`config.mk`:
```
export PLATFORM = sky130hd
export DESIGN_NAME = plot_command_stream_decoder_flat
export DESIGN_NICKNAME = d
export VERILOG_FILES = /design/src/design/pcsd_pkg.sv /design/src/design/pcsd_stream_if.sv /design/src/design/pcsd_in_stage.sv /design/src/design/pcsd_decode.sv /design/src/design/pcsd_out_stage.sv /design/src/design/plot_command_stream_decoder.sv /design/src/flat_wrapper.sv
export SDC_FILE = /design/constraint.sdc
export NUM_CORES = 1
export LEC_CHECK = 0
export ABC_AREA = 1
export ABC_CLOCK_PERIOD_IN_PS = 3950
export BUFFER_PORTS_ARGS = -buffer_cell sky130_fd_sc_hd__buf_2
export CAP_MARGIN = 5
export CORE_MARGIN = 2
export CORE_UTILIZATION = 55
export CTS_CLUSTER_DIAMETER = 50
export DETAILED_ROUTE_END_ITERATION = 10
export HOLD_SLACK_MARGIN = 0.05
export PLACE_DENSITY_LB_ADDON = 0.25
export SYNTH_ARGS = -nofsm -noshare
export SYNTH_HDL_FRONTEND = slang
export SYNTH_HIERARCHICAL = 1
export SYNTH_SLANG_ARGS = --single-unit
```
`constraint.sdc`:
```
create_clock -name clk -period 3.95 [get_ports clk]
set_clock_uncertainty 0.15 [all_clocks]
set_input_delay 0.5925 -clock clk [delete_from_list [all_inputs] [get_ports clk]]
set_output_delay 0.5925 -clock clk [all_outputs]
set_load 0.02 [all_outputs]
```
`src/design/pcsd_pkg.sv`:
```
package pcsd_pkg;

  localparam int BYTE_W  = 8;
  localparam int WORD_W  = 16;
  localparam int COORD_W = 23;

  // coordinate scale for the 's' and 'a' commands
  localparam logic [COORD_W-1:0] COORD_SCALE = COORD_W'(100);

  typedef struct packed {
    logic               item_kind;
    logic [COORD_W-1:0] start_x;
    logic [COORD_W-1:0] start_y;
    logic [COORD_W-1:0] end_x;
    logic [COORD_W-1:0] end_y;
  } result_t;

  typedef struct packed {
    logic              valid;
    logic [BYTE_W-1:0] data;
  } stage_t;

endpackage

```
`src/design/pcsd_stream_if.sv`:
```
interface pcsd_byte_if;
  logic                      valid;
  logic                      ready;
  logic [pcsd_pkg::BYTE_W-1:0] byte_in;

  modport source (output valid, output byte_in, input ready);
  modport sink   (input valid, input byte_in, output ready);
endinterface

interface pcsd_result_if;
  logic                         valid;
  logic                         ready;
  logic                         item_kind;
  logic [pcsd_pkg::COORD_W-1:0] start_x;
  logic [pcsd_pkg::COORD_W-1:0] start_y;
  logic [pcsd_pkg::COORD_W-1:0] end_x;
  logic [pcsd_pkg::COORD_W-1:0] end_y;

  modport source (output valid, output item_kind, output start_x, output start_y,
                  output end_x, output end_y, input ready);
  modport sink   (input valid, input item_kind, input start_x, input start_y,
                  input end_x, input end_y, output ready);
endinterface

```
`src/design/pcsd_in_stage.sv`:
```
module pcsd_in_stage (
  input  logic             clk,
  input  logic             rst,
  pcsd_byte_if.sink        in_ch,
  input  logic             advance,
  output pcsd_pkg::stage_t stage
);
  import pcsd_pkg::*;

  logic              valid;
  logic [BYTE_W-1:0] data;

  // take a new byte when empty or when the held one moves on this cycle
  assign in_ch.ready = !valid || advance;

  always_ff @(posedge clk) begin
    if (rst) begin
      valid <= 1'b0;
    end else if (in_ch.valid && in_ch.ready) begin
      valid <= 1'b1;
    end else if (advance) begin
      valid <= 1'b0;
    end
    if (in_ch.valid && in_ch.ready) begin
      data <= in_ch.byte_in;
    end
  end

  assign stage = '{valid: valid, data: data};

  a_hold_stalled: assert property (@(posedge clk) disable iff (rst)
    valid && !advance |=> valid && $stable(data))
    else $error("held byte lost while stalled");

endmodule

```
`src/design/pcsd_decode.sv`:
```
module pcsd_decode (
  input  logic              clk,
  input  logic              rst,
  input  pcsd_pkg::stage_t  stage,
  input  logic              advance,
  output logic              res_fire,
  output pcsd_pkg::result_t res
);
  import pcsd_pkg::*;

  typedef enum logic [2:0] {
    CMD_IDLE, CMD_S, CMD_L, CMD_C, CMD_N, CMD_A, CMD_T
  } cmd_t;

  localparam logic [BYTE_W-1:0] CH_S = 8'h73;
  localparam logic [BYTE_W-1:0] CH_L = 8'h6C;
  localparam logic [BYTE_W-1:0] CH_C = 8'h63;
  localparam logic [BYTE_W-1:0] CH_N = 8'h6E;
  localparam logic [BYTE_W-1:0] CH_A = 8'h61;
  localparam logic [BYTE_W-1:0] CH_T = 8'h74;

  cmd_t               cmd, cmd_next;
  logic [3:0]         byte_position, byte_position_next;
  logic [BYTE_W-1:0]  held_byte, held_byte_next;
  logic [WORD_W-1:0]  word_a, word_a_next;
  logic [WORD_W-1:0]  word_b, word_b_next;
  logic [WORD_W-1:0]  word_c, word_c_next;
  logic [COORD_W-1:0] last_end_x, last_end_x_next;
  logic [COORD_W-1:0] last_end_y, last_end_y_next;

  logic [BYTE_W-1:0]  b;
  logic [WORD_W-1:0]  w;
  logic [2:0]         idx;
  logic [COORD_W-1:0] scaled_c, scaled_w;
  logic               done;

  assign b   = stage.data;
  // 'a' words are big-endian, all others little-endian
  assign w   = (cmd == CMD_A) ? {held_byte, b} : {b, held_byte};
  assign idx = byte_position[3:1];
  assign scaled_c = COORD_W'(word_c) * COORD_SCALE;
  assign scaled_w = COORD_W'(w) * COORD_SCALE;

  always_comb begin
    cmd_next           = cmd;
    byte_position_next = byte_position;
    held_byte_next     = held_byte;
    word_a_next        = word_a;
    word_b_next        = word_b;
    word_c_next        = word_c;
    last_end_x_next    = last_end_x;
    last_end_y_next    = last_end_y;
    res_fire           = 1'b0;
    res                = '0;
    done               = 1'b0;

    if (cmd == CMD_IDLE) begin
      byte_position_next = '0;
      case (b)
        CH_S:    cmd_next = CMD_S;
        CH_L:    cmd_next = CMD_L;
        CH_C:    cmd_next = CMD_C;
        CH_N:    cmd_next = CMD_N;
        CH_A:    cmd_next = CMD_A;
        CH_T:    cmd_next = CMD_T;
        default: cmd_next = CMD_IDLE;
      endcase
    end else if (cmd == CMD_T) begin
      if (b == '0) begin
        cmd_next = CMD_IDLE;
      end
    end else if (!byte_position[0]) begin
      held_byte_next     = b;
      byte_position_next = byte_position + 4'd1;
    end else begin
      byte_position_next = byte_position + 4'd1;
      case (idx)
        3'd0:    word_a_next = w;
        3'd1:    word_b_next = w;
        3'd2:    word_c_next = w;
        default: ;
      endcase

      case (cmd)
        CMD_S: begin
          if (idx >= 3'd3) begin
            last_end_x_next = scaled_c;
            last_end_y_next = scaled_w;
            done            = 1'b1;
          end
        end
        CMD_L: begin
          if (idx >= 3'd3) begin
            res_fire        = 1'b1;
            res             = '{1'b0, COORD_W'(word_a), COORD_W'(word_b),
                                COORD_W'(word_c), COORD_W'(w)};
            last_end_x_next = COORD_W'(word_c);
            last_end_y_next = COORD_W'(w);
            done            = 1'b1;
          end
        end
        CMD_C: begin
          if (idx >= 3'd2) begin
            res_fire = 1'b1;
            res      = '{1'b1, COORD_W'(word_a), COORD_W'(word_b), '0, '0};
            done     = 1'b1;
          end
        end
        CMD_N: begin
          if (idx >= 3'd1) begin
            res_fire        = 1'b1;
            res             = '{1'b0, COORD_W'(word_a), COORD_W'(w),
                                last_end_x, last_end_y};
            last_end_x_next = COORD_W'(word_a);
            last_end_y_next = COORD_W'(w);
            done            = 1'b1;
          end
        end
        CMD_A: begin
          // end point taken from the fourth word, the fifth closes the command
          if (idx == 3'd3) begin
            last_end_x_next = scaled_c;
            last_end_y_next = scaled_w;
          end else if (idx >= 3'd4) begin
            done = 1'b1;
          end
        end
        default: done = 1'b1;
      endcase

      if (done) begin
        cmd_next           = CMD_IDLE;
        byte_position_next = '0;
      end
    end
  end

  always_ff @(posedge clk) begin
    if (rst) begin
      cmd           <= CMD_IDLE;
      byte_position <= '0;
      held_byte     <= '0;
      word_a        <= '0;
      word_b        <= '0;
      word_c        <= '0;
      last_end_x    <= '0;
      last_end_y    <= '0;
    end else if (advance) begin
      cmd           <= cmd_next;
      byte_position <= byte_position_next;
      held_byte     <= held_byte_next;
      word_a        <= word_a_next;
      word_b        <= word_b_next;
      word_c        <= word_c_next;
      last_end_x    <= last_end_x_next;
      last_end_y    <= last_end_y_next;
    end
  end

  a_idle_pos_zero: assert property (@(posedge clk) disable iff (rst)
    (cmd == CMD_IDLE || cmd == CMD_T) |-> byte_position == '0)
    else $error("byte position nonzero outside a coordinate command");

  a_pos_bound: assert property (@(posedge clk) disable iff (rst)
    byte_position <= 4'd9)
    else $error("byte position past longest command");

  a_fire_cmd: assert property (@(posedge clk) disable iff (rst)
    res_fire |-> (cmd == CMD_L || cmd == CMD_C || cmd == CMD_N))
    else $error("result from a command that gives none");

  a_done_idle: assert property (@(posedge clk) disable iff (rst)
    advance && res_fire |=> cmd == CMD_IDLE)
    else $error("command not closed after its result");

endmodule

```
`src/design/pcsd_out_stage.sv`:
```
module pcsd_out_stage (
  input  logic              clk,
  input  logic              rst,
  input  logic              load,
  input  pcsd_pkg::result_t res,
  output logic              free,
  pcsd_result_if.source     out_ch
);
  import pcsd_pkg::*;

  logic    valid;
  result_t data;

  assign free = !valid || out_ch.ready;

  always_ff @(posedge clk) begin
    if (rst) begin
      valid <= 1'b0;
    end else if (load) begin
      valid <= 1'b1;
    end else if (out_ch.ready) begin
      valid <= 1'b0;
    end
    if (load) begin
      data <= res;
    end
  end

  assign out_ch.valid     = valid;
  assign out_ch.item_kind = data.item_kind;
  assign out_ch.start_x   = data.start_x;
  assign out_ch.start_y   = data.start_y;
  assign out_ch.end_x     = data.end_x;
  assign out_ch.end_y     = data.end_y;

  a_no_overwrite: assert property (@(posedge clk) disable iff (rst)
    load |-> free)
    else $error("result register overwritten before taken");

endmodule

```
`src/design/plot_command_stream_decoder.sv`:
```
// Channel   Dir  Payload                                     Handshake
// in_ch     in   byte_in[7:0]                                valid/ready
// out_ch    out  item_kind, start_x, start_y, end_x, end_y   valid/ready
//
// One byte per cycle while no full result register stalls it: a byte is held in
// the input register, is decoded against the command state, and a line or via
// is then registered in the result register.
// Reset (rst, synchronous) returns the decoder to waiting for a command byte
// with the remembered end point at the origin; both stage registers empty.
// A full result register stalls only bytes that would produce a result; data
// bytes and ignored bytes keep flowing while the result waits.
module plot_command_stream_decoder (
  input  logic          clk,
  input  logic          rst,
  pcsd_byte_if.sink     in_ch,
  pcsd_result_if.source out_ch
);
  import pcsd_pkg::*;

  stage_t  stage;     // input register contents
  result_t res;       // decoded result, combinational
  logic    res_fire;  // held byte closes a line or via command
  logic    out_free;  // result register can take a new item
  logic    advance;   // held byte is consumed this cycle

  // A byte moves on unless it would produce a result into a busy register.
  assign advance = stage.valid && (out_free || !res_fire);

  pcsd_in_stage u_in (
    .clk     (clk),
    .rst     (rst),
    .in_ch   (in_ch),
    .advance (advance),
    .stage   (stage)
  );

  // command state, word assembly and the remembered end point
  pcsd_decode u_dec (
    .clk      (clk),
    .rst      (rst),
    .stage    (stage),
    .advance  (advance),
    .res_fire (res_fire),
    .res      (res)
  );

  pcsd_out_stage u_out (
    .clk    (clk),
    .rst    (rst),
    .load   (advance && res_fire),
    .res    (res),
    .free   (out_free),
    .out_ch (out_ch)
  );

endmodule
```
`src/flat_wrapper.sv`:
```
// flat-port wrapper written by rule: the top's interface ports become plain ports
module plot_command_stream_decoder_flat import pcsd_pkg::*;
  (clk, rst, in_ch_valid, in_ch_byte_in, in_ch_ready, out_ch_valid, out_ch_item_kind, out_ch_start_x, out_ch_start_y, out_ch_end_x, out_ch_end_y, out_ch_ready);
  pcsd_byte_if in_ch_i ();
  pcsd_result_if out_ch_i ();
  input  logic clk;
  input  logic rst;
  input wire logic [$bits(in_ch_i.valid)-1:0] in_ch_valid;
  input wire logic [$bits(in_ch_i.byte_in)-1:0] in_ch_byte_in;
  output wire logic [$bits(in_ch_i.ready)-1:0] in_ch_ready;
  output wire logic [$bits(out_ch_i.valid)-1:0] out_ch_valid;
  output wire logic [$bits(out_ch_i.item_kind)-1:0] out_ch_item_kind;
  output wire logic [$bits(out_ch_i.start_x)-1:0] out_ch_start_x;
  output wire logic [$bits(out_ch_i.start_y)-1:0] out_ch_start_y;
  output wire logic [$bits(out_ch_i.end_x)-1:0] out_ch_end_x;
  output wire logic [$bits(out_ch_i.end_y)-1:0] out_ch_end_y;
  input wire logic [$bits(out_ch_i.ready)-1:0] out_ch_ready;
  assign in_ch_i.valid = in_ch_valid;
  assign in_ch_i.byte_in = in_ch_byte_in;
  assign in_ch_ready = in_ch_i.ready;
  assign out_ch_valid = out_ch_i.valid;
  assign out_ch_item_kind = out_ch_i.item_kind;
  assign out_ch_start_x = out_ch_i.start_x;
  assign out_ch_start_y = out_ch_i.start_y;
  assign out_ch_end_x = out_ch_i.end_x;
  assign out_ch_end_y = out_ch_i.end_y;
  assign out_ch_i.ready = out_ch_ready;
  plot_command_stream_decoder u_core (.clk(clk), .rst(rst), .in_ch(in_ch_i), .out_ch(out_ch_i));
endmodule
```
==> impl_metrics.json, run 1 <==
{
  "fillers": 1951,
  "path_buf_inv": 5,
  "syn_area_um2": 12700,
  "worst_pin_slew_ps": 898,
  "grt_pass1_wl_mm": 54.3,
  "cp-start-kind": "register",
  "vdd_drop_max_uv": 340,
  "min_period_over_period": 0.933,
  "yosysSeqAreaShare": 0.415,
  "syn_inst": 1585,
  "synth_mux_area_frac": 0,
  "synth_top_family_by_area": "simple AND/OR/NAND/NOR gates",
  "multi_input_area_um2": 6060,
  "synthFlopType": "dfxtp_1",
  "crit_type": "reg -> reg",
  "clock.fmax_ghz": 0.271,
  "finalHoldViolations": 0,
  "synth_edf_count": 101,
  "grt_usage": 0.286,
  "core.rowCount": 55,
  "globalRouteMet2Util": 0.487,
  "yosys_warnings": 6,
  "drc": 0,
  "final-seq-area_um2": 5260,
  "cts.sink_count": 212,
  "critPathMaxStageDelay_ps": 490,
  "setup_violations": 0,
  "io_pins": 107,
  "crit_fanout": 10,
  "grt_pass1_vias": 10200,
  "cts_tree": "yes",
  "initial_core_util": 0.559,
  "viasPerCell": 5.43,
  "clockRootBuffer": "clkbuf_16",
  "maxCapViolCount": 0,
  "nets": 1845,
  "critPathCaptureType": "register",
  "drt-initial-drc-count": 887,
  "period_needed_ps": 3690,
  "drive_above_1_share": 0.139,
  "synth_simple_gate_area_frac": 0.200,
  "async_flop_share": 0,
  "die_x_um": 156,
  "wl_per_cell_um": 17.3,
  "crit_slowest_cell": "fa_1",
  "grt_max_degree": 58,
  "tns_ps": 0,
  "dieArea_um2": 24200,
  "crit_chain": "inv_2 > nand3_4 > buf_4 > o21ai_2 > inv_1 > ha_1 > ha_1 > inv_1 > fa_1 > inv_1 > ha_1 > nand2_1 > nor2_1 > and2_1 > nand2_1 > nand2_1 > nand2_1 > nand3_1 > a21oi_1",
  "leakagePower_uw": 0.00670,
  "whs_ps": 77.0,
  "cts_buffers": 28,
  "synth.distinct_cells": 46,
  "cp_top_family": "adder cells",
  "area_growth_pct": 15.0,
  "hold_path.class": "in -> reg",
  "cts.htree.levels": 1,
  "top_usage_layer": "met2",
  "io_buffers": 106,
  "slew_viol_final": 0,
  "hpwl_mm": 25.4,
  "setup_slack_ps": 265,
  "outcome": "completed",
  "diodes": 0,
  "synth_xor_area_frac": 0.00830,
  "antenna_found_initial": 0,
  "die_h_um": 156,
  "overflow": 0,
  "arrival_ps": 3920,
  "clkSlewWorstSetupHoldPaths_ps": 60,
  "grt_util_met3": 0.0358,
  "slew_headroom": 0.401,
  "post_synth_fa_ha_maj_area_fraction": 0.138,
  "required_ps": 4190,
  "place_congestion": 0.939,
  "synth-seq-cells": 212,
  "power_uw": 6490,
  "vias": 10900,
  "cpMostUsedCell": "nand2_1",
  "coreArea_um2": 22600,
  "p_per_area_nw_per_um2": 446,
  "grtUsageMet1": 0.364,
  "first_pass_iters": 6,
  "synth-compound-area-share": 0.126,
  "clock_path_buffers": 3,
  "wl_mm": 34.7,
  "post-route-util": 0.643,
  "hold_buffers": 0,
  "insertion_delay_ps": 540,
  "pre_cts_ws_ps": 165,
  "ant_nets": 0,
  "synth_area_per_cell_um2": 7.99
}
[layout make-up]
| cell class | count | share of cell area |
|---|---|---|
| clock buffer | 33 | 0.0516 |
| inverter | 283 | 0.0732 |
| multi-input combinational | 1031 | 0.417 |
| sequential | 212 | 0.361 |
| tap | 285 | 0.0245 |
| clock inverter | 19 | 0.0120 |
| timing repair buffer | 150 | 0.0609 |
[kinds of logic (layout without fill, tap and decap cells)]
group                    after synthesis  in the layout
AND/OR/NAND/NOR                      598            598
buffers and inverters                355            485
AO/OA/AOI/OAI                        280            280
flip-flops                           212            212
adder cells (fa/ha/maj)              127            127
XOR/XNOR                              12             12
other                                  1             14
[where the power goes]
| part | switching, uW | internal [uW] | total (uW) |
|---|---|---|---|
| sequential | 34.5 | 2330 | 2360 |
| combinational | 1130 | 547 | 1670 |
| clock | 1010 | 1450 | 2460 |
[through the flow]
| stage | instance area [um^2] | instances |
|---|---|---|
| 3_5_place_dp | 13600 | 1959 |
| 6_report | 14600 | 2013 |
| 5_1_grt | 14600 | 2013 |
| 2_1_floorplan | 12700 | 1598 |
| 4_1_cts | 14500 | 2011 |
| 3_3_place_gp | 13600 | 1959 |
[worst paths after layout]
check	slack, ps	start	end	depth (start not counted)
worst min-delay path	80	in_ch_byte_in[6]	u_core/u_in/data[6]	1
worst max-delay path	260	u_core/u_dec/cmd[1]	u_core/u_dec/last_end_y[21]	19
worst min register to register	320	u_core/u_dec/last_end_x[19]	u_core/u_dec/last_end_x[19]	2
worst max register to register	260	u_core/u_dec/cmd[1]	u_core/u_dec/last_end_y[21]	19
[state kept, by name, summed over array words and instances, names as in the netlist]
| signal | flops |
|---|---|
| u_core/u_out/out_ch.end_y | 23 |
| u_core/u_dec/held_byte | 8 |
| u_core/u_dec/last_end_x | 23 |
| u_core/u_out/out_ch.valid | 1 |
| u_core/u_out/out_ch.end_x | 23 |
| u_core/u_out/out_ch.item_kind | 1 |
| u_core/u_dec/byte_position | 4 |
| u_core/u_in/data | 8 |
| u_core/u_dec/last_end_y | 23 |
| u_core/u_in/valid | 1 |
| u_core/u_dec/cmd | 3 |
| u_core/u_out/out_ch.start_x | 23 |
| u_core/u_out/out_ch.start_y | 23 |
| u_core/u_dec/word_c | 16 |
| u_core/u_dec/word_b | 16 |
| u_core/u_dec/word_a | 16 |
[metal layers]
layer  vias up  routed length, um
met5         -                  0
met4         0               1670
met3        87               2120
met2       403              16700
met1      5075              14200
li1       5366                  -
[cell usage after synthesis (all sizes together) (21+ instances only)]
cell type  count  share of area
o21ai         86          0.037
nand3         72          0.031
nor2         145          0.045
dfxtp        111           0.18
a21oi        130          0.052
a22oi         32          0.019
fa            21          0.033
edfxtp       101           0.24
clkbuf        36          0.011
nand2        344           0.10
ha           106           0.10
buf           36          0.018
inv          281          0.083
[layout by cell type, fill, tap and decap left out, types with 5 or more instances in the layout]
cell | netlist | layout
inv_1 | 275 | 272
buf_2 | 17 | 106
o21ai_1 | 8 | 10
nor3_1 | 6 | 6
inv_2 | 6 | 8
nand4_1 | 15 | 15
inv_6 | 0 | 6
dfxtp_1 | 111 | 111
fa_1 | 21 | 21
a21oi_2 | 3 | 5
nor2_1 | 140 | 139
xor2_1 | 7 | 7
and2_1 | 7 | 7
buf_4 | 16 | 42
a211oi_1 | 14 | 14
clkinv_1 | 2 | 5
clkbuf_16 | 0 | 29
nand3_1 | 68 | 68
o21ai_0 | 69 | 67
edfxtp_1 | 101 | 101
a22oi_1 | 32 | 32
o22ai_1 | 13 | 13
ha_1 | 106 | 105
o21ai_2 | 8 | 8
a21oi_1 | 127 | 125
xnor2_1 | 5 | 5
nand2_1 | 338 | 338
conb_1 | 1 | 14
[timing repair]
action                                  in CTS  in global routing
resized for setup                            0                  8
endpoints found under the setup margin       0                 12
buffers inserted                             0                  2
Note: power is estimated with default switching activity, not from simulation.
==> run 2, diff against run 1 <==
--- a/config.mk
+++ b/config.mk
@@ -6,7 +6,7 @@
 export NUM_CORES = 1
 export LEC_CHECK = 0
 export ABC_AREA = 1
-export ABC_CLOCK_PERIOD_IN_PS = 3950
+export ABC_CLOCK_PERIOD_IN_PS = 3300
 export BUFFER_PORTS_ARGS = -buffer_cell sky130_fd_sc_hd__buf_2
 export CAP_MARGIN = 5
 export CORE_MARGIN = 2
==> constraint.sdc (replaced) <==
create_clock -name clk -period 3.3 [get_ports clk]
set_clock_uncertainty 0.15 [all_clocks]
set_input_delay 0.495 -clock clk [delete_from_list [all_inputs] [get_ports clk]]
set_output_delay 0.495 -clock clk [all_outputs]
set_load 0.02 [all_outputs]
==> run 2 against run 1 <==
The run now ends with negative setup slack left. Highest routed layer unchanged. Die area unchanged. Wire length increased by 6.8%. Worst hold slack improved by 4.4 ps.
==> impl_metrics.json, run 2 (synthesized netlist as in run 1, its figures left out) <==
{
  "dieArea_um2": 24200,
  "viasPerCell": 5.44,
  "whs_ps": 81.4,
  "nets": 1941,
  "grt_usage": 0.299,
  "dp_cells": 2023,
  "period_needed_ps": 3450,
  "clkSlewWorstSetupHoldPaths_ps": 60,
  "io_pins": 107,
  "wl_met1_mm": 15.8,
  "place_area_um2": 14500,
  "critPathCaptureType": "register",
  "r2r_setup_slack_ps": -150,
  "wl_per_cell_um": 17.6,
  "drc": 0,
  "dr_wl_met3_mm": 2.56,
  "leakagePower_uw": 0.00725,
  "setup_violations": 12,
  "cts.htree.levels": 1,
  "cts_tree": "yes",
  "coreArea_um2": 22600,
  "overflow": 0,
  "slew_headroom": 0.481,
  "slew_viol_final": 0,
  "violations": "negative setup slack",
  "min_period_over_period": 1.05,
  "core.rowCount": 55,
  "layout_commonest_cell": "nand2_1",
  "highest_layer": "met4",
  "initial_core_util": 0.559,
  "drt-initial-drc-count": 833,
  "drive_above_1_share": 0.275,
  "ant_nets": 0,
  "crit_fanout": 6,
  "diodes": 0,
  "final_area_um2": 16400,
  "area_growth_pct": 29.6,
  "grt_pass1_vias": 10900,
  "fin_cells": 2108,
  "final-seq-area_um2": 5260,
  "place_congestion": 0.918,
  "p_per_area_nw_per_um2": 553,
  "die_h_um": 156,
  "clock_path_buffers": 3,
  "arrival_ps": 3700,
  "grt_pass1_wl_mm": 56.7,
  "cts.sink_count": 212,
  "cts_buffers": 27,
  "multi_input_area_um2": 7090,
  "crit_type": "reg -> reg",
  "fillers": 1722,
  "antenna_found_initial": 0,
  "maxCapViolCount": 0,
  "grt_max_degree": 58,
  "finalHoldViolations": 0,
  "final_cell_mix": "nand2_1, inv_1, nor2_1",
  "vias": 11500,
  "first_pass_iters": 5,
  "wl_mm": 37.1,
  "clock.fmax_ghz": 0.290,
  "die_x_um": 156,
  "grt_setup_unrepaired": "yes",
  "dr_wl_met2_mm": 17.5,
  "hold_path.class": "in -> reg",
  "io_buffers": 106,
  "cp-start-kind": "register",
  "hpwl_mm": 26.4,
  "clockRootBuffer": "clkbuf_16",
  "required_ps": 3550,
  "worst_pin_slew_ps": 778,
  "power_uw": 9070,
  "outcome": "complete, but fails checks",
  "vdd_drop_max_uv": 621,
  "post-route-util": 0.725,
  "insertion_delay_ps": 550,
  "setup_slack_ps": -153
}
==> run 2: final cells by class <==
class	count	area share
multi-input cells	1033	0.432
flip-flops and latches	212	0.321
repair buffers	245	0.107
inverters	283	0.0661
clock buffers	34	0.0434
well taps	285	0.0217
clock inverters	16	0.00870
==> run 2: critical path, cell delays in order, from the launching register on <==
cell,delay (ps)
dfxtp_2,330
inv_4,90
nand3_4,160
clkbuf_16,220
o21ai_4,290
ha_4,270
ha_4,260
inv_2,30
fa_1,490
inv_2,50
ha_4,310
nand2_4,90
nor2_4,140
and2_4,150
nand2_2,50
nand2_1,50
nand2_1,40
nand3_1,60
a21oi_1,60
==> run 2: power by group <==
part	leakage, uW	internal (uW)	switching, uW	total, uW
registers	0.00181	2790	54.2	2840
logic	0.00503	1440	2010	3450
clock network	0.000415	1570	1210	2790
==> run 2: per-stage QoR <==
| step | TNS (ps) | setup slack, ps |
|---|---|---|
| after floorplan | -3.41 | -3.41 |
| after global placement | -2300 | -259 |
| after detailed placement | -3350 | -327 |
| after CTS | -1040 | -106 |
| after global routing | -2630 | -304 |
| final | -1060 | -153 |
==> run 2: timing repair <==
item                       4_1_cts  5_1_grt
hold buffers                     8        0
buffers inserted                 2       23
hold endpoints to repair         8        0
setup endpoints to repair       15       20
gates cloned                     2        1
pin swaps                        6       92
resized for setup               37      154
==> run 2: per-layer routing <==
| layer | GRT usage | up-vias |
|---|---|---|
| met5 | 0 | - |
| met1 | 0.393 | 5402 |
| met2 | 0.502 | 409 |
| met3 | 0.0478 | 88 |
| met4 | 0.107 | 0 |
| li1 | - | 5559 |
==> run 2: path summary, 6_finish.rpt <==
| path | to | cells past startpoint | startpoint |
|---|---|---|---|
| min | u_core/u_in/valid | 3 | in_ch_valid |
| min reg2reg | u_core/u_dec/last_end_y[2] | 2 | u_core/u_dec/last_end_y[2] |
| max | u_core/u_dec/last_end_y[20] | 18 | u_core/u_dec/cmd[1] |
| max reg2reg | u_core/u_dec/last_end_y[20] | 18 | u_core/u_dec/cmd[1] |
